**src/hw/rtl/fc_pkg.sv**
```systemverilog
// shared constants for the feedforward compressor
`timescale 1ns / 1ps
package fc_pkg;

  localparam int SAMPLE_BITS_DEF = 24;

  // configuration port
  localparam int CFG_IDX_W  = 3;
  localparam int CFG_DATA_W = 16;
  localparam logic [CFG_IDX_W-1:0] CFG_THRESHOLD = 3'd0;
  localparam logic [CFG_IDX_W-1:0] CFG_RATIO     = 3'd1;
  localparam logic [CFG_IDX_W-1:0] CFG_ATTACK    = 3'd2;
  localparam logic [CFG_IDX_W-1:0] CFG_RELEASE   = 3'd3;
  localparam logic [CFG_IDX_W-1:0] CFG_TRIM      = 3'd4;

  // shared divider
  localparam int DIV_N_W = 32;
  localparam int DIV_D_W = 16;

  // fixed-point constants
  localparam logic signed [15:0] DB_FLOOR        = -16'sd24576;
  localparam logic [16:0]        DB_FLOOR_MAG    = 17'd24576;
  localparam logic [32:0]        DB_PER_LOG2_Q16 = 33'd394566;
  localparam logic [32:0]        LOG2_PER_DB_Q24 = 33'd2786636;
  localparam logic [32:0]        LN2_Q30         = 33'd744261118;
  localparam logic [30:0]        ONE_Q30         = 31'h4000_0000;
  localparam logic [14:0]        RATIO_ONE       = 15'd256;
  localparam logic [3:0]         EXP_TERMS       = 4'd10;

endpackage

```
**src/hw/rtl/feedforward_compressor_unit.sv**
```systemverilog
// feedforward hard-knee compressor: level detect, gain computer, smoother, make-up gain
`timescale 1ns / 1ps
// sequence from accept to out_valid: a leading-one walk, sixteen log2 squarings, the
// ratio divide on the shared radix-2 divider when over threshold, then ten exp series
// terms, each a multiply plus a divide; a zero sample skips the walk and squarings
// a new item is taken only back in idle; in_ready is low while an item is in
// work and a result held by out_ready stalls the sequencer in its last state
// reset: synchronous; clears smoother, registers to defaults, sequencer and output valid
module feedforward_compressor_unit #(
  parameter int SAMPLE_BITS = fc_pkg::SAMPLE_BITS_DEF
) (
  input  logic                            clk,
  input  logic                            rst,
  input  logic                            in_valid,
  output logic                            in_ready,
  input  logic signed [SAMPLE_BITS-1:0]   sample_in,
  output logic                            out_valid,
  input  logic                            out_ready,
  output logic signed [SAMPLE_BITS-1:0]   sample_out,
  output logic signed [15:0]              gain_db,
  input  logic                            cfg_valid,
  output logic                            cfg_ready,
  input  logic [fc_pkg::CFG_IDX_W-1:0]    cfg_index,
  input  logic [fc_pkg::CFG_DATA_W-1:0]   cfg_data
);
  import fc_pkg::*;

  localparam logic [4:0] S_IDLE = 5'd0;
  localparam logic [4:0] S_NORM = 5'd1;
  localparam logic [4:0] S_SQ   = 5'd2;
  localparam logic [4:0] S_SQW  = 5'd3;
  localparam logic [4:0] S_DB   = 5'd4;
  localparam logic [4:0] S_DBW  = 5'd5;
  localparam logic [4:0] S_GAIN = 5'd6;
  localparam logic [4:0] S_DIVW = 5'd7;
  localparam logic [4:0] S_SM1  = 5'd8;
  localparam logic [4:0] S_SM2  = 5'd9;
  localparam logic [4:0] S_SM3  = 5'd10;
  localparam logic [4:0] S_MK   = 5'd11;
  localparam logic [4:0] S_MKW  = 5'd12;
  localparam logic [4:0] S_FR   = 5'd13;
  localparam logic [4:0] S_FRW  = 5'd14;
  localparam logic [4:0] S_EX   = 5'd15;
  localparam logic [4:0] S_EXW  = 5'd16;
  localparam logic [4:0] S_EXD  = 5'd17;
  localparam logic [4:0] S_OUTM = 5'd18;
  localparam logic [4:0] S_OUTW = 5'd19;
  localparam logic [4:0] S_FIN  = 5'd20;

  // configuration
  logic signed [15:0] threshold_db;
  logic [14:0]        ratio;
  logic [15:0]        alpha_attack;
  logic [15:0]        alpha_release;
  logic signed [13:0] trim_db;

  // sequencer and datapath registers
  logic [4:0]              state;
  logic [SAMPLE_BITS-1:0]  mag;
  logic                    neg;
  logic [31:0]             nrm;
  logic [4:0]              sh;
  logic [4:0]              p;
  logic [30:0]             y;
  logic [15:0]             frac;
  logic [3:0]              k;
  logic signed [15:0]      db;
  logic [16:0]             over;
  logic signed [17:0]      change;
  logic signed [15:0]      sg;
  logic signed [39:0]      acc;
  logic signed [7:0]       ip;
  logic [15:0]             f;
  logic [29:0]             y2;
  logic [30:0]             term;
  logic [31:0]             sum;
  logic [SAMPLE_BITS-1:0]  vres;
  logic signed [65:0]      mul_p;

  // combinational
  logic signed [32:0]      mul_a;
  logic signed [32:0]      mul_b;
  logic [SAMPLE_BITS-1:0]  in_mag;
  logic [31:0]             y_sq;
  logic [20:0]             log_dist;
  logic [41:0]             dbt;
  logic [16:0]             db_mag;
  logic signed [17:0]      over_w;
  logic [14:0]             r_eff;
  logic [16:0]             a_sel;
  logic [16:0]             one_minus;
  logic signed [16:0]      g;
  logic signed [39:0]      s_w;
  logic signed [39:0]      e_w;
  logic [63:0]             prod;
  logic signed [8:0]       rsh;
  logic [5:0]              rs;
  logic [64:0]             rnd;
  logic [64:0]             v;
  logic [64:0]             limit;
  logic                    div_start;
  logic [DIV_N_W-1:0]      div_n;
  logic [DIV_D_W-1:0]      div_d;
  logic                    div_done;
  logic [DIV_N_W-1:0]      div_q;

  assign in_ready  = (state == S_IDLE);
  assign cfg_ready = 1'b1;
  assign in_mag    = sample_in[SAMPLE_BITS-1] ? (~sample_in + 1'b1) : sample_in;

  assign y_sq     = mul_p[61:30];
  assign log_dist = {5'(SAMPLE_BITS - 1) - p, 16'd0} - {5'd0, frac};
  assign dbt    = mul_p[41:0] + 42'h80_0000;
  assign db_mag = dbt[40:24];
  assign over_w = 18'(db) - 18'(threshold_db);
  assign r_eff  = (ratio < RATIO_ONE) ? RATIO_ONE : ratio;
  assign a_sel  = (change < 18'(sg)) ? {1'b0, alpha_attack} : {1'b0, alpha_release};
  assign one_minus = 17'h1_0000 - a_sel;
  assign g      = 17'(sg) + 17'(trim_db);
  assign s_w    = acc + $signed(mul_p[39:0]) + 40'sd32768;
  assign e_w    = $signed(mul_p[39:0]) + 40'sd32768;

  // output rounding and saturation
  assign prod  = mul_p[63:0];
  assign rsh   = 9'sd30 - 9'(ip);
  assign rs    = rsh[5:0];
  assign rnd   = {1'b0, prod} + (65'd1 << (rs - 6'd1));
  assign limit = neg ? (65'd1 << (SAMPLE_BITS - 1)) : ((65'd1 << (SAMPLE_BITS - 1)) - 65'd1);

  always_comb begin
    if (prod == 64'd0) begin
      v = '0;
    end else if (rsh <= 9'sd0) begin
      v = limit;
    end else if (rsh >= 9'sd63) begin
      v = '0;
    end else begin
      v = rnd >> rs;
    end
    if (v > limit) begin
      v = limit;
    end
  end

  // shared multiplier operands
  always_comb begin
    mul_a = '0;
    mul_b = '0;
    unique case (state)
      S_SQ: begin
        mul_a = 33'(y);
        mul_b = 33'(y);
      end
      S_DB: begin
        mul_a = 33'(log_dist);
        mul_b = DB_PER_LOG2_Q16;
      end
      S_SM1: begin
        mul_a = 33'(one_minus);
        mul_b = 33'(change);
      end
      S_SM2: begin
        mul_a = 33'(a_sel);
        mul_b = 33'(sg);
      end
      S_MK: begin
        mul_a = 33'(g);
        mul_b = LOG2_PER_DB_Q24;
      end
      S_FR: begin
        mul_a = 33'(f);
        mul_b = LN2_Q30;
      end
      S_EX: begin
        mul_a = 33'(term);
        mul_b = 33'(y2);
      end
      S_OUTM: begin
        mul_a = 33'(mag);
        mul_b = 33'(sum);
      end
      default: begin
        mul_a = '0;
        mul_b = '0;
      end
    endcase
  end

  always_comb begin
    div_start = 1'b0;
    div_n     = '0;
    div_d     = '0;
    if (state == S_GAIN) begin
      div_start = (db > threshold_db);
      div_n     = 32'({over_w[16:0], 8'd0}) + 32'(r_eff[14:1]);
      div_d     = 16'(r_eff);
    end else if (state == S_EXW) begin
      div_start = 1'b1;
      div_n     = 32'(mul_p[59:30]);
      div_d     = 16'(k);
    end
  end

  fc_div u_div (
    .clk      (clk),
    .rst      (rst),
    .start    (div_start),
    .dividend (div_n),
    .divisor  (div_d),
    .done     (div_done),
    .quotient (div_q)
  );

  always_ff @(posedge clk) begin
    mul_p <= mul_a * mul_b;
  end

  // configuration writes
  always_ff @(posedge clk) begin
    if (rst) begin
      threshold_db  <= '0;
      ratio         <= RATIO_ONE;
      alpha_attack  <= '0;
      alpha_release <= '0;
      trim_db       <= '0;
    end else if (cfg_valid) begin
      unique case (cfg_index)
        CFG_THRESHOLD: threshold_db  <= cfg_data;
        CFG_RATIO:     ratio         <= cfg_data[14:0];
        CFG_ATTACK:    alpha_attack  <= cfg_data;
        CFG_RELEASE:   alpha_release <= cfg_data;
        CFG_TRIM:      trim_db       <= cfg_data[13:0];
        default: ;
      endcase
    end
  end

  // sequencer
  always_ff @(posedge clk) begin
    if (rst) begin
      state     <= S_IDLE;
      sg        <= '0;
      out_valid <= 1'b0;
    end else begin
      if (out_valid && out_ready && state != S_FIN) begin
        out_valid <= 1'b0;
      end
      unique case (state)
        S_IDLE: begin
          if (in_valid) begin
            mag  <= in_mag;
            neg  <= sample_in[SAMPLE_BITS-1];
            nrm  <= 32'(in_mag);
            sh   <= '0;
            frac <= '0;
            k    <= '0;
            if (in_mag == '0) begin
              db    <= DB_FLOOR;
              state <= S_GAIN;
            end else begin
              state <= S_NORM;
            end
          end
        end
        S_NORM: begin
          if (nrm[31]) begin
            y     <= nrm[31:1];
            p     <= 5'd31;
            state <= S_SQ;
          end else if (nrm[30]) begin
            y     <= nrm[30:0];
            p     <= 5'd30 - sh;
            state <= S_SQ;
          end else begin
            nrm <= {nrm[30:0], 1'b0};
            sh  <= sh + 5'd1;
          end
        end
        S_SQ: state <= S_SQW;
        S_SQW: begin
          y    <= y_sq[31] ? y_sq[31:1] : y_sq[30:0];
          frac <= {frac[14:0], y_sq[31]};
          k    <= k + 4'd1;
          state <= (k == 4'd15) ? S_DB : S_SQ;
        end
        S_DB: state <= S_DBW;
        S_DBW: begin
          db    <= (db_mag > DB_FLOOR_MAG) ? DB_FLOOR : 16'(17'd0 - db_mag);
          state <= S_GAIN;
        end
        S_GAIN: begin
          over <= over_w[16:0];
          if (db > threshold_db) begin
            state <= S_DIVW;
          end else begin
            change <= '0;
            state  <= S_SM1;
          end
        end
        S_DIVW: begin
          if (div_done) begin
            change <= 18'(div_q[16:0]) - 18'(over);
            state  <= S_SM1;
          end
        end
        S_SM1: state <= S_SM2;
        S_SM2: begin
          acc   <= mul_p[39:0];
          state <= S_SM3;
        end
        S_SM3: begin
          sg    <= s_w[31:16];
          state <= S_MK;
        end
        S_MK: state <= S_MKW;
        S_MKW: begin
          ip    <= e_w[39:32];
          f     <= e_w[31:16];
          state <= S_FR;
        end
        S_FR: state <= S_FRW;
        S_FRW: begin
          y2    <= mul_p[45:16];
          term  <= ONE_Q30;
          sum   <= 32'(ONE_Q30);
          k     <= 4'd1;
          state <= S_EX;
        end
        S_EX: state <= S_EXW;
        S_EXW: state <= S_EXD;
        S_EXD: begin
          if (div_done) begin
            term <= div_q[30:0];
            sum  <= sum + div_q;
            k    <= k + 4'd1;
            state <= (k == EXP_TERMS) ? S_OUTM : S_EX;
          end
        end
        S_OUTM: state <= S_OUTW;
        S_OUTW: begin
          vres  <= v[SAMPLE_BITS-1:0];
          state <= S_FIN;
        end
        S_FIN: begin
          if (!out_valid || out_ready) begin
            sample_out <= neg ? (~vres + 1'b1) : vres;
            gain_db    <= sg;
            out_valid  <= 1'b1;
            state      <= S_IDLE;
          end
        end
        default: state <= S_IDLE;
      endcase
    end
  end

  a_gain_not_positive: assert property (@(posedge clk) disable iff (rst)
    out_valid |-> (gain_db[15] || gain_db == 16'sd0))
    else $error("smoothed gain above zero dB");
  a_div_done_expected: assert property (@(posedge clk) disable iff (rst)
    div_done |-> (state == S_DIVW || state == S_EXD))
    else $error("divider result arrived outside a wait state");
  a_series_count: assert property (@(posedge clk) disable iff (rst)
    (state == S_EX || state == S_EXW || state == S_EXD) |-> (k >= 4'd1 && k <= EXP_TERMS))
    else $error("exp series term index out of range");
  a_accept_leaves_idle: assert property (@(posedge clk) disable iff (rst)
    in_valid && in_ready |=> state != S_IDLE)
    else $error("accepted item not started");
  a_change_range: assert property (@(posedge clk) disable iff (rst)
    state == S_SM1 |-> (change[17] || change == 18'sd0))
    else $error("gain change above zero");

endmodule

```
**src/hw/rtl/fc_div.sv**
```systemverilog
// radix-2 restoring divider shared by the gain computer and the exp series
`timescale 1ns / 1ps
module fc_div (
  input  logic                        clk,
  input  logic                        rst,
  input  logic                        start,
  input  logic [fc_pkg::DIV_N_W-1:0]  dividend,
  input  logic [fc_pkg::DIV_D_W-1:0]  divisor,
  output logic                        done,
  output logic [fc_pkg::DIV_N_W-1:0]  quotient
);
  import fc_pkg::*;

  localparam int CNT_W = $clog2(DIV_N_W + 1);

  logic [DIV_N_W-1:0] dvd;
  logic [DIV_D_W-1:0] dsr;
  logic [DIV_D_W:0]   rem;
  logic [CNT_W-1:0]   cnt;
  logic               busy;
  logic [DIV_D_W:0]   rem_sh;
  logic               fits;

  assign rem_sh   = {rem[DIV_D_W-1:0], dvd[DIV_N_W-1]};
  assign fits     = rem_sh >= {1'b0, dsr};
  assign quotient = dvd;

  always_ff @(posedge clk) begin
    if (rst) begin
      busy <= 1'b0;
      done <= 1'b0;
      cnt  <= '0;
    end else begin
      done <= 1'b0;
      if (start) begin
        busy <= 1'b1;
        cnt  <= CNT_W'(DIV_N_W);
        dvd  <= dividend;
        dsr  <= divisor;
        rem  <= '0;
      end else if (busy) begin
        rem  <= fits ? (rem_sh - {1'b0, dsr}) : rem_sh;
        dvd  <= {dvd[DIV_N_W-2:0], fits};
        cnt  <= cnt - 1'b1;
        if (cnt == CNT_W'(1)) begin
          busy <= 1'b0;
          done <= 1'b1;
        end
      end
    end
  end

  a_done_after_busy: assert property (@(posedge clk) disable iff (rst)
    done |-> $past(busy))
    else $error("divider done without a running division");
  a_no_restart: assert property (@(posedge clk) disable iff (rst)
    busy && !done |-> !start)
    else $error("divider restarted while busy");
  a_rem_bound: assert property (@(posedge clk) disable iff (rst)
    busy |-> rem < {1'b0, dsr})
    else $error("partial remainder out of range");

endmodule
```
**config.mk**
```make
export PLATFORM = sky130hd
export DESIGN_NAME = feedforward_compressor_unit
export DESIGN_NICKNAME = d
export VERILOG_FILES = /design/src/hw/rtl/fc_pkg.sv /design/src/hw/rtl/feedforward_compressor_unit.sv /design/src/hw/rtl/fc_div.sv
export SDC_FILE = /design/constraint.sdc
export NUM_CORES = 2
export LEC_CHECK = 0
export BUFFER_PORTS_ARGS = -buffer_cell sky130_fd_sc_hd__buf_4
export CAP_MARGIN = 25
export CELL_PAD_IN_SITES_DETAIL_PLACEMENT = 0
export CELL_PAD_IN_SITES_GLOBAL_PLACEMENT = 1
export CORE_MARGIN = 1.5
export CORE_UTILIZATION = 28
export DETAILED_ROUTE_END_ITERATION = 8
export GPL_ROUTABILITY_DRIVEN = 0
export PLACE_DENSITY_LB_ADDON = 0.05
export SLEW_MARGIN = 0
export SYNTH_ARGS = -nofsm -noshare
export SYNTH_HDL_FRONTEND = slang
export SYNTH_HIERARCHICAL = 1
export SYNTH_SLANG_ARGS = --single-unit
```
**constraint.sdc**
```tcl
create_clock -name clk -period 16.7 [get_ports clk]
set_clock_uncertainty 0.2 [all_clocks]
set_input_delay 0.835 -clock clk [delete_from_list [all_inputs] [get_ports clk]]
set_output_delay 0.835 -clock clk [all_outputs]
set_load 0.1 [all_outputs]
```
==> impl_summary.log <==
[metrics] Ys Warns: 6
[metrics] via count of the first global-routing pass: 68100
[metrics] cell count after synthesis: 8894
[metrics] flop and latch count out of synthesis: 616
[metrics] Switching Share: 0.497
[metrics] Cell variety after synth: 113
[metrics] number of buffers added to fix hold violations after cts: 0
[metrics] Max Fclk: 65.4 MHz
[metrics] global-route wire length before repair: 511 mm
[metrics] number of I/O pins: 91
[metrics] portion of total power attributed to combinational logic: 0.697
[metrics] gr usage total: 0.246
[metrics] Via-to-Cell Ratio: 5.16
[metrics] accumulated negative setup slack: 0 ns
[metrics] met3 capacity usage during global routing: 0.0211
[metrics] Iter 0 DRT Violations: 5273
[metrics] kind of cell adding the most delay to the critical path: compound AO/OA/AOI/OAI gates
[metrics] total stage count of the critical path: 54
[metrics] endpoint kind of the worst setup timing path: flop
[metrics] RR Startpoint: sg[1]$_SDFFE_PP0P_
[metrics] layout-stage area growth over the synthesis result: 11.1%
[metrics] path class of the lowest-slack min-delay path: in -> reg
[metrics] EDFF count, synth: 445
[metrics] number of nets in the layout: 10500
[metrics] share of the clock period used by the worst path: 0.915
[metrics] max_cap viols: 0
[metrics] worst voltage drop across the vdd grid: 0.000406 V
[metrics] critical path launch point type: flop
[metrics] clk_lat worst skew: 0.73 ns
[metrics] die span in x: 538 microns
[metrics] part of the power in the clock network: 0.142
[metrics] post-synthesis async set-or-reset flop share: 0
[metrics] share of final-layout standard cells stronger than drive strength 1: 0.0728
[metrics] worst hold stages: 1
[metrics] maximum number of pins on one net before global-route repair: 70
[metrics] core outline area: 285000 sq um
[metrics] final setup violation count: 0
[metrics] initial antenna violation count: 37
[metrics] number of H-tree branching levels: 3
[metrics] transition time at the pin with the least slew margin: 1.55 ns
[metrics] overall die area: 289000 sq um
[metrics] initial core utilization: 0.281
[metrics] Inserted Clock Buffers: 80
[metrics] Post-CTS Resized: 0
[metrics] per-instance average area after synthesis: 9.00 sq um
[metrics] CP Buf/Inv Count: 7
[metrics] post-CTS repair timing setup buffer count: 0
[metrics] maximum clock path buffer count: 3
[metrics] total detailed-routing wirelength: 356 mm
[metrics] hold endpoint: mag[0]$_DFFE_PP_
[metrics] run status: finished with violations
[metrics] TritonCTS clock tree: done
[metrics] Reg2Reg Depth: 54
[metrics] count of fill cells added during filler insertion: 30000
[metrics] drt wl/cell: 27.9 microns
[metrics] Reg clk slew, reported paths: 0.06 ns
[metrics] CP Max Fanout: 16
[metrics] Rows: 196
[metrics] total congestion overflow after global routing: 0
[metrics] Die Ht: 538 microns
[metrics] post-synth design cell area: 80000 sq um
[metrics] classification of the worst setup path: reg -> reg
[metrics] endpoint of the worst-slack reg-to-reg timing path: mul_p[62]$_DFF_P_
[metrics] worst max-slew margin expressed relative to the limit: -0.0356
[metrics] Via Count: 65600
[metrics] R2R Setup Slk: 1.41 ns
[metrics] final number of hold-violating endpoints: 0
[metrics] Most used DFF post-synth: sky130_fd_sc_hd__edfxtp_1
[metrics] RSZ-0062 raised after global routing: no
[metrics] failing checks: max-slew violations
[metrics] reported leakage power: 0.0381 uW
[metrics] data required time of the worst path: 17.03 ns
[metrics] count of buffers from port buffering: 89
[metrics] Pre-antenna DRT Iters: 9
[metrics] global route hottest layer: met2
[metrics] clock period minus worst slack: 15.29 ns
[metrics] clock net sink count: 616
[metrics] global-route track usage on met1: 0.353
[metrics] Reg power frac: 0.161
[metrics] pwr/cell area: 144 nW/um^2
[metrics] most frequent CP cell: sky130_fd_sc_hd__a21o_1
[metrics] worst hold path startpoint: sample_in[0]
[metrics] HPWL reported at the end of detailed placement: 285 mm
[metrics] Critical-path top delay cell: sky130_fd_sc_hd__o31a_1
[metrics] cell at the root of the clock tree: sky130_fd_sc_hd__clkbuf_16
[metrics] Routed Antenna Nets: 0
[metrics] GR met2 Demand/Resource: 0.401
[metrics] cell internal pwr: 6450 uW
[metrics] delay contributed by the slowest stage of the critical path: 0.91 ns
[metrics] Final Max Slew Viols: 2
[metrics] count of unresolved DRC violations after routing: 0
[metrics] net switching power: 6370 uW
[metrics] sequential fraction of the synthesis area: 0.210
[metrics] critical path arrival: 15.62 ns
[metrics] Worst Hold Slack: 0.164 ns
power by group through the flow:
stage | clock [uW] | combinational (uW) | sequential, uW
finish | 1820 | 8930 | 2070
CTS | 1880 | 9190 | 2060
global placement | 0 | 9130 | 2090
floorplan | 0 | 6040 | 1990
global route | 1920 | 10000 | 2070
detailed placement | 0 | 9080 | 2090
synthesized netlist by cell type, drive strengths merged, types with 107 or more instances:
library cell / number / area share
a21o: 135 / 0.013
a21oi: 418 / 0.026
and2: 180 / 0.014
clkbuf: 398 / 0.019
dfxtp: 171 / 0.043
edfxtp: 445 / 0.17
fa: 1112 / 0.28
ha: 496 / 0.078
inv: 1222 / 0.057
mux2i: 107 / 0.014
nand2: 1383 / 0.065
nand3: 166 / 0.011
nor2: 638 / 0.030
nor3: 130 / 0.0083
o21ai: 298 / 0.019
xnor2: 224 / 0.025
sequential cells by signal, summed over array words and instances, names as in the netlist, 17 cells and up:
register and cells:
acc 32, change 18, mag 24, mul_p 64
nrm 31, over 17, sample_out 24, sum 32
term 31, u_div/quotient 32, vres 24, y 31
y2 30
layer usage:
layer | up-vias | wire length (microns)
met5 | - | 38
met4 | 6 | 7880
met3 | 304 | 14800
met2 | 1573 | 164000
met1 | 34200 | 169000
li1 | 29500 | -
worst reg2reg max path: cells and delay by family (launching register included):
family                   cells  cell delay (ns)
flip-flops                   1             0.44
adder cells (fa/ha/maj)     11             4.90
AND/OR/NAND/NOR              6             0.97
AO/OA/AOI/OAI               28             7.49
buffers and inverters        7             0.53
multiplexers                 2             0.56
cells by family (layout without fill, tap and decap cells):
| family | after synthesis | count (layout) | share of synthesized area |
|---|---|---|---|
| AND/OR/NAND/NOR | 2934 | 2934 | 0.164 |
| buffers and inverters | 1678 | 1689 | 0.0794 |
| adder cells (fa/ha/maj) | 1608 | 1608 | 0.356 |
| AO/OA/AOI/OAI | 1545 | 1545 | 0.129 |
| flip-flops | 616 | 616 | 0.210 |
| XOR/XNOR | 320 | 320 | 0.0350 |
| multiplexers | 191 | 191 | 0.0270 |
| other | 2 | 61 | 0.0000938 |
per-stage QoR:
stage               setup WS, ns  utilization  std cells  area, sq um  power [uW]
floorplan                   3.33            -       8947        80200        8030
global placement            1.28        0.302      12600        85900       11200
detailed placement          1.31        0.303      12600        86100       11200
CTS                         1.11        0.312      12700        88800       13100
global route               0.409        0.312      12700        88900       14000
finish                      1.41        0.312      12700        88900       12800
layout make-up:
class	count	area (sq um)	share of cell area
Antenna cell	6	15.0	0.000169
Multi-Input combinational cell	6653	57600	0.647
Clock inverter	41	492	0.00553
Inverter	1222	4590	0.0516
Sequential cell	616	16800	0.189
Clock buffer	106	2220	0.0250
Timing Repair Buffer	320	2530	0.0285
Tap cell	3762	4710	0.0529
placed cells by master, fill, tap and decap left out, types with 30 or more instances in the layout:
cell,synthesis,routed
sky130_fd_sc_hd__mux2_2,62,62
sky130_fd_sc_hd__or3_1,45,45
sky130_fd_sc_hd__nor3_1,128,121
sky130_fd_sc_hd__o211ai_1,66,66
sky130_fd_sc_hd__o21a_1,33,33
sky130_fd_sc_hd__and3_1,62,62
sky130_fd_sc_hd__mux2i_1,106,106
sky130_fd_sc_hd__o21ai_0,288,288
sky130_fd_sc_hd__clkbuf_16,0,82
sky130_fd_sc_hd__nor2b_1,45,45
sky130_fd_sc_hd__xor2_1,96,92
sky130_fd_sc_hd__ha_1,496,495
sky130_fd_sc_hd__and2_1,178,178
sky130_fd_sc_hd__buf_4,2,310
sky130_fd_sc_hd__conb_1,2,55
sky130_fd_sc_hd__nand2b_1,48,47
sky130_fd_sc_hd__fa_1,1112,1111
sky130_fd_sc_hd__a31oi_1,53,52
sky130_fd_sc_hd__o31ai_1,34,33
sky130_fd_sc_hd__nand3_1,164,160
sky130_fd_sc_hd__nor4_1,56,53
sky130_fd_sc_hd__inv_1,1220,1218
sky130_fd_sc_hd__a211oi_1,62,60
sky130_fd_sc_hd__a21o_1,135,135
sky130_fd_sc_hd__xnor2_1,224,220
sky130_fd_sc_hd__a22oi_1,48,48
sky130_fd_sc_hd__dfxtp_1,171,170
sky130_fd_sc_hd__nand4_1,72,72
sky130_fd_sc_hd__nor2_1,638,630
sky130_fd_sc_hd__o21bai_1,44,44
sky130_fd_sc_hd__edfxtp_1,445,445
sky130_fd_sc_hd__a21oi_1,417,415
sky130_fd_sc_hd__a21boi_0,30,30
sky130_fd_sc_hd__nand2_1,1383,1382
worst max path at each step:
| stage | start | endpoint | slack [ns] |
|---|---|---|---|
| finish | sg[1]$_SDFFE_PP0P_ | mul_p[62]$_DFF_P_ | 1.41 |
| global route | sg[1]$_SDFFE_PP0P_ | mul_p[62]$_DFF_P_ | 0.41 |
| detailed placement | sg[1]$_SDFFE_PP0P_ | mul_p[62]$_DFF_P_ | 1.31 |
| global placement | sg[1]$_SDFFE_PP0P_ | mul_p[62]$_DFF_P_ | 1.28 |
| floorplan | sg[1]$_SDFFE_PP0P_ | mul_p[62]$_DFF_P_ | 3.33 |
| CTS | sg[1]$_SDFFE_PP0P_ | mul_p[62]$_DFF_P_ | 1.11 |
No activity file was read; power rests on OpenSTA's default activity.
